**src/rtl/lift_dispatch_min_cost_assert.svh**
```systemverilog
// Assertion macros used by the lift dispatcher back end.
// Included by files that carry concurrent checks; no other dependencies.
`ifndef LIFT_DISPATCH_MIN_COST_ASSERT_SVH
`define LIFT_DISPATCH_MIN_COST_ASSERT_SVH
`ifndef SYNTHESIS
`define LDMC_ASSERT_IMP(lbl, ck, rn, ante, cons) \
	lbl: assert property (@(posedge ck) disable iff (!rn) (ante) |-> (cons)) \
		else $error("lift dispatch check failed");
`define LDMC_ASSERT_NXT(lbl, ck, rn, ante, cons) \
	lbl: assert property (@(posedge ck) disable iff (!rn) (ante) |=> (cons)) \
		else $error("lift dispatch check failed");
`else
`define LDMC_ASSERT_IMP(lbl, ck, rn, ante, cons)
`define LDMC_ASSERT_NXT(lbl, ck, rn, ante, cons)
`endif
`endif

```
**src/rtl/ldmc_pkg.sv**
```systemverilog
// Shared types and constants for the lift dispatcher.
// No dependencies.
package ldmc_pkg;

	localparam int LIFT_W         = 11;
	localparam int FIELD_FLOOR_W  = 16;
	localparam int COST_W         = 17;
	localparam int MAX_LIFTS_DEF  = 1024;
	localparam int FLOOR_BITS_DEF = 16;
	localparam int QUEUE_DEPTH    = 2;

	localparam logic [COST_W-1:0] COST_MAX = 17'h1FFFF;
	localparam logic              OP_LOAD  = 1'b0;
	localparam logic              OP_QUERY = 1'b1;

	typedef struct packed {
		logic                            operation;
		logic [LIFT_W-1:0]               lift_number;
		logic signed [FIELD_FLOOR_W-1:0] lift_start;
		logic signed [FIELD_FLOOR_W-1:0] lift_end;
		logic signed [FIELD_FLOOR_W-1:0] trip_from;
		logic signed [FIELD_FLOOR_W-1:0] trip_to;
	} in_item_t;

	typedef struct packed {
		logic [LIFT_W-1:0] best_lift;
		logic [COST_W-1:0] best_cost;
	} out_item_t;

	typedef enum logic [1:0] {
		CMD_SKIP,
		CMD_LOAD,
		CMD_QUERY
	} cmd_kind_t;

	typedef struct packed {
		cmd_kind_t kind;
		in_item_t  item;
	} cmd_t;

	typedef enum logic [1:0] {
		BK_IDLE,
		BK_SCAN,
		BK_DONE
	} back_state_t;

	typedef enum logic [1:0] {
		SEL_ZERO,
		SEL_ET,
		SEL_TF,
		SEL_FE_TF
	} cost_sel_t;

endpackage

```
**src/rtl/ldmc_front.sv**
```systemverilog
// Front end: accepts input transfers, classifies them and queues them.
// Depends on ldmc_pkg.
module ldmc_front #(
	parameter int MAX_LIFTS = ldmc_pkg::MAX_LIFTS_DEF
) (
	input  logic              clk,
	input  logic              arst_n,
	input  logic              in_valid,
	output logic              in_ready,
	input  ldmc_pkg::in_item_t in_data,
	output logic              q_valid,
	input  logic              q_ready,
	output ldmc_pkg::cmd_t    q_data
);
	import ldmc_pkg::*;

	localparam int CNT_W = $clog2(QUEUE_DEPTH + 1);
	localparam int PTR_W = (QUEUE_DEPTH > 1) ? $clog2(QUEUE_DEPTH) : 1;
	localparam int NUM_W = LIFT_W + 2;

	cmd_t              entry_q [QUEUE_DEPTH];
	logic [PTR_W-1:0]  wr_ptr_q;
	logic [PTR_W-1:0]  rd_ptr_q;
	logic [CNT_W-1:0]  count_q;
	cmd_t              cmd_in;
	logic              push;
	logic              pop;
	logic [NUM_W-1:0]  num_ext;

	assign num_ext = {2'b00, in_data.lift_number};

	always_comb begin
		cmd_in.item = in_data;
		if (in_data.operation == OP_QUERY) begin
			cmd_in.kind = CMD_QUERY;
		end else if (num_ext >= NUM_W'(1) && num_ext <= NUM_W'(MAX_LIFTS)) begin
			cmd_in.kind = CMD_LOAD;
		end else begin
			cmd_in.kind = CMD_SKIP;
		end
	end

	assign in_ready = (count_q != CNT_W'(QUEUE_DEPTH));
	assign q_valid  = (count_q != '0);
	assign q_data   = entry_q[rd_ptr_q];
	assign push     = in_valid && in_ready;
	assign pop      = q_valid && q_ready;

	always_ff @(posedge clk or negedge arst_n) begin
		if (!arst_n) begin
			wr_ptr_q <= '0;
			rd_ptr_q <= '0;
			count_q  <= '0;
		end else begin
			if (push) begin
				wr_ptr_q <= (wr_ptr_q == PTR_W'(QUEUE_DEPTH - 1)) ? '0 : wr_ptr_q + 1'b1;
			end
			if (pop) begin
				rd_ptr_q <= (rd_ptr_q == PTR_W'(QUEUE_DEPTH - 1)) ? '0 : rd_ptr_q + 1'b1;
			end
			if (push && !pop) begin
				count_q <= count_q + 1'b1;
			end else if (pop && !push) begin
				count_q <= count_q - 1'b1;
			end
		end
	end

	always_ff @(posedge clk) begin
		if (push) begin
			entry_q[wr_ptr_q] <= cmd_in;
		end
	end

endmodule

```
**config.mk**
```make
export PLATFORM = sky130hd
export DESIGN_NAME = ldmc_front
export DESIGN_NICKNAME = d
export VERILOG_FILES = /design/src/rtl/lift_dispatch_min_cost_assert.svh /design/src/rtl/ldmc_pkg.sv /design/src/rtl/ldmc_front.sv
export SDC_FILE = /design/constraint.sdc
export NUM_CORES = 1
export LEC_CHECK = 0
export ABC_AREA = 1
export CAP_MARGIN = 40
export CORE_MARGIN = 2
export CORE_UTILIZATION = 55
export DETAILED_ROUTE_END_ITERATION = 6
export DONT_BUFFER_PORTS = 1
export PLACE_DENSITY = 0.73
export SLEW_MARGIN = 15
export SYNTH_ARGS = -nofsm -noshare
export SYNTH_HDL_FRONTEND = slang
export SYNTH_SLANG_ARGS = --single-unit
```
**constraint.sdc**
```tcl
create_clock -name clk -period 4.3 [get_ports clk]
set_input_delay 0.215 -clock clk [delete_from_list [all_inputs] [get_ports clk]]
set_output_delay 0.215 -clock clk [all_outputs]
set_load 0.03 [all_outputs]
```
# Word-level counts from Yosys, hierarchy flattened
# Memories as Yosys holds them, arrays and structs flattened.
# Cells that the tools add are included.
[op_classes] eq_ne=1 n_mux=8 reduce_logical=9 n_addsub=4 n_lt_le_gt_ge=2
[ops] cell="$ge 11x1->1 const B" n=1
[ops] cell="$le 11x11->1 const B" n=1
[ops] cell="$mux 2" n=3
[ops] cell="$logic_and 1x1->1" n=5
[ops] cell="$mux 1" n=5
[ops] cell="$reduce_bool 2->1" n=2
[ops] cell="$add 1x1->1 const B" n=2
[ops] cell="$add 2x1->2 const B" n=1
[ops] cell="$logic_not 1->1" n=2
[ops] cell="$ne 2x2->1 const B" n=1
[ops] cell="$sub 2x1->2 const B" n=1
[word_totals] n_memories=1 input_bits=80 elab_cells=28 regBits=4 ram_bits=156 out_inout_bits=80
[mem_list] name="entry_q" words=2 width=78 rd=1 rd_ports_with_merged_regs=0 write_ports=1 line="ldmc_front.sv:21" rtl="cmd_t entry_q [QUEUE_DEPTH];"

# Depth between registers and ports, before layout
[logic_depth] depth_word=6 depth_mapped=8 depth_no_buf=8

# Worst setup path after synthesis
# No wires, ideal clock.
[synth_path] kind="reg-to-reg" start="register count_q[0]" end="memory entry_q[1][0] (netlist name) (enable)" path_buffers=0 period_less_slack_ns=4.554 setup_ns=0.514 path_stages_with_launch=5 t_arrival_ns=4.040 slack_ns=-0.254 required_ns=3.786 path_cell_list="dfrtp_1 inv_1 nand2_1 nand2_1 nor2_1"
[synth_via] elab_chain_len=4
[synth_lines] element="from (decl)" line="ldmc_front.sv:24" rtl="logic [CNT_W-1:0] count_q;"
[synth_lines] element="from (signal assigned)" line="ldmc_front.sv:62" rtl="count_q <= count_q + 1'b1;"
[synth_lines] element="from (signal assigned)" line="ldmc_front.sv:64" rtl="count_q <= count_q - 1'b1;"
[synth_lines] element="$ne 2x2->1" line="ldmc_front.sv:43" rtl="assign in_ready = (count_q != CNT_W'(QUEUE_DEPTH));"
[synth_lines] element="named net in_ready" line="ldmc_front.sv:9" rtl="output logic in_ready,"
[synth_lines] element="$logic_and 1x1->1" line="ldmc_front.sv:46" rtl="assign push = in_valid && in_ready;"
[synth_lines] element="$mux 1" line="ldmc_front.sv:70" rtl="if (push) begin"
[synth_lines] element="$mux 1 (not written as such)" line="ldmc_front.sv:71" rtl="entry_q[wr_ptr_q] <= cmd_in;"
[synth_lines] element="to (decl)" line="ldmc_front.sv:21"
# The timed path passes the listed nets, and every way through them passes these cells.

==> summary.md <==
| Metric | Value |
|---|---|
| Max-Cap Viols | `0` |
| First-pass GRT wire length | `approximately 18000 um` |
| Outcome | `completed` |
| Die Area | `about 12000 um^2` |
| PnR worst setup slack | `between 1.5 and 2 ns` |
| Clk sinks | `about 160` |
| Cts hold-fix bufs | `79` |
| R2R Path Start | `count_q[0]` |
| CTS tree | `yes` |
| M3 GR Usage | `9.02%` |
| Final Hold Vio Count | `0` |
| Vias in the first global route | `around 3600` |
| Final Setup Violations | `0` |
| Vias per cell | `~5` |
| PostCTS Resize Cnt | `0` |
| Complex-gate fraction of the synthesized area | `0.256%` |
| Critical Path Source Type | `flip-flop` |
| Die width | `~110 um` |
| Layout net count | `606` |
| Flops & latches, synth | `about 160` |
| Crit Path Max Fanout | `between 70 and 80` |
| Peak VDD IR | `0.000559 V` |
| Worst path arrival time | `2.14 ns` |
| I/O pin total | `160` |
| Synthesized instance count | `441` |
| Standard-cell rows | `37` |
| Skew final | `between 0.007 and 0.008 ns` |
| Largest net degree at the start of global routing | `between 70 and 80` |
| Max-slew violation count | `0` |
| Largest family of logic cells by synthesized area | `simple AND/OR/NAND/NOR gates` |
| Via count | `between 3000 and 4000` |
| Relative slew margins | `46.3%` |
| Syn. warnings | `0` |
| RD Place Congestion | `between 0.7 and 0.8` |
| Routed length per placed instance | `between 15 and 20 um` |
| Global routing usage on met2 | `roughly 35%` |
| Synthesized-area fraction occupied by adder cells | `less than 1%` |
| Period utilisation layout | `a little over half` |
| Seq/Total Area, Yosys | `slightly above 80%` |
| Critical path origin | `rd_ptr_q` |
| Critical Path End Type | `output pin` |
| Initial detailed-routing violation count | `between 100 and 150` |
| Maximum clock rate | `between 400 and 500 MHz` |
| Layout cells sized above 1 | `under 10%` |
| M1 GR Usage | `a little under a quarter` |
| Antenna Cells | `0` |
| Fin crit period | `2.36 ns` |
| Placed cell areas | `roughly 6000 um^2` |
| Initial Util | `a little under three fifths` |
| Synth-to-layout area growth | `24.7%` |
| Die height | `between 100 and 150 um` |
| Final std cell area, no fill | `7330 um^2` |
| CTS buffer count | `17` |
| Worst skew pair latency | `~0.5 ns` |
| Antenna viol nets, final | `0` |
| Synthesized net count | `~520` |
| Setup_tns | `0 ns` |
| Post-CTS Setup Inserts | `0` |
| CTS root buffer | `clkbuf_8` |
| Global Route Usage Sum | `20.4%` |
| Synth Area in XOR/XNOR | `0.447%` |
| Clk buf depth | `2` |
| Worst min-delay path startpoint | `in_data[74]` |
| Final hold slack | `approximately 0.076 ns` |
| DRC violations left | `0` |
| Mapped cell area | `about 5900 um^2` |
| H-tree Lvls | `4` |
| Worst-Margin Slew | `approximately 0.8 ns` |
| Core box area | `10400 um^2` |
| Mux cell area share after synthesis | `0%` |
| WP data required | `4.09 ns` |
| Detailed Route WL | `11400 um` |
| GRT overflow | `0` |
| Unrepaired setup endpoints after global routing | `false` |
| Crit path kind | `reg2out` |
| Synth cell types | `15` |
| Initial antenna violation count | `0` |
| IO buf count | `0` |
| HPWL after DPL | `6270 um` |
| Grt peak-use layer | `met2` |
| Synth Area in Simple Gates | `between 10% and 20%` |
| Leak Pwr | `roughly 0.0029 uW` |
| Min-delay worst type | `in2reg` |
| Pwr dens | `between 700 and 800 nW/um^2` |
| Worst slack, placed | `between 2 and 2.5 ns` |
| 1st-pass router iterations | `4` |
| Avg Cell Area, Syn | `13.3 um^2` |
| Clock-pin transition on the worst setup and hold timing paths | `about 0.06 ns` |
-- placed cells by master, fill, tap and decap left out, types with 2 or more instances in the layout --
master,Yosys,layout
a21oi_1,2,2
buf_12,0,2
clkbuf_16,0,16
clkinv_4,0,2
clkinvlp_4,0,4
dfrtp_1,4,3
dlygate4sd3_1,0,79
edfxtp_1,154,154
inv_1,6,6
inv_6,0,5
nand2_1,239,239
nor2_1,11,9
nor2_4,0,2
xor2_1,2,2
-- layout make-up --
class	instances	area (um^2)
Clock inverter	14	111
Sequential cell	158	4730
Tap cell	136	170
Multi-Input combinational cell	258	1010
Timing Repair Buffer	83	866
Clock buffer	17	414
Inverter	7	28.8
Fill cell	678	3040
-- worst paths after layout --
path	endpoint	slack (ns)	cells past startpoint
setup / recovery	q_data[75]	1.94	3
hold / removal	entry_q[0][76]	0.08	4
setup reg to reg	entry_q[0][51]	2.05	5
hold reg to reg	count_q[0]	0.48	1
max in group asynchronous	rd_ptr_q	3.50	2
min in group asynchronous	count_q[1]	0.58	2
-- where the power goes --
group          switching, uW  internal, uW
registers               84.9          2100
logic                   1610           306
clock network            607           717
total                   2300          3120
-- cell usage after synthesis (all sizes together) --
cell,number,area share [%]
nand2,239,15
edfxtp,154,79
buf,18,2.1
nor2,11,0.70
inv,7,0.49
dfrtp,4,1.7
a21oi,2,0.17
xor2,2,0.30
ha,1,0.21
nor3,1,0.085
o21ai,1,0.085
xnor2,1,0.15
-- per-stage QoR --
| stage | power [uW] | cells | utilization, % |
|---|---|---|---|
| 2_1_floorplan | 3830 | 441 | - |
| 3_3_place_gp | 4010 | 562 | 57.7 |
| 3_5_place_dp | 4060 | 563 | 58.0 |
| 4_1_cts | 5450 | 673 | 70.7 |
| 5_1_grt | 5690 | 673 | 70.7 |
| 6_report | 5420 | 673 | 70.7 |
-- sequential cells by signal, indices dropped and copies added, names as in the netlist --
signal / flops
wr_ptr_q: 1
rd_ptr_q: 1
count_q: 2
entry_q: 154
-- cell families after synthesis --
logic type | count (synthesis)
flip-flops | 158
buffers and inverters | 25
XOR/XNOR | 3
AND/OR/NAND/NOR | 251
AO/OA/AOI/OAI | 3
adder cells (fa/ha/maj) | 1
-- routing by layer --
layer	up-vias	share of wire, %	wire (um)
met5	-	0	0
met1	1631	38	4380
li1	1643	-	-
met4	0	1.6	182
met2	146	51	5790
met3	24	9.1	1040
-- worst max-delay path: stages (launching register included) --
cell	delay (ns)
dfrtp_2	0.38
buf_4	0.65
nand2_1	0.10
nand2_1	0.49
(Power assumes the default switching activity.)
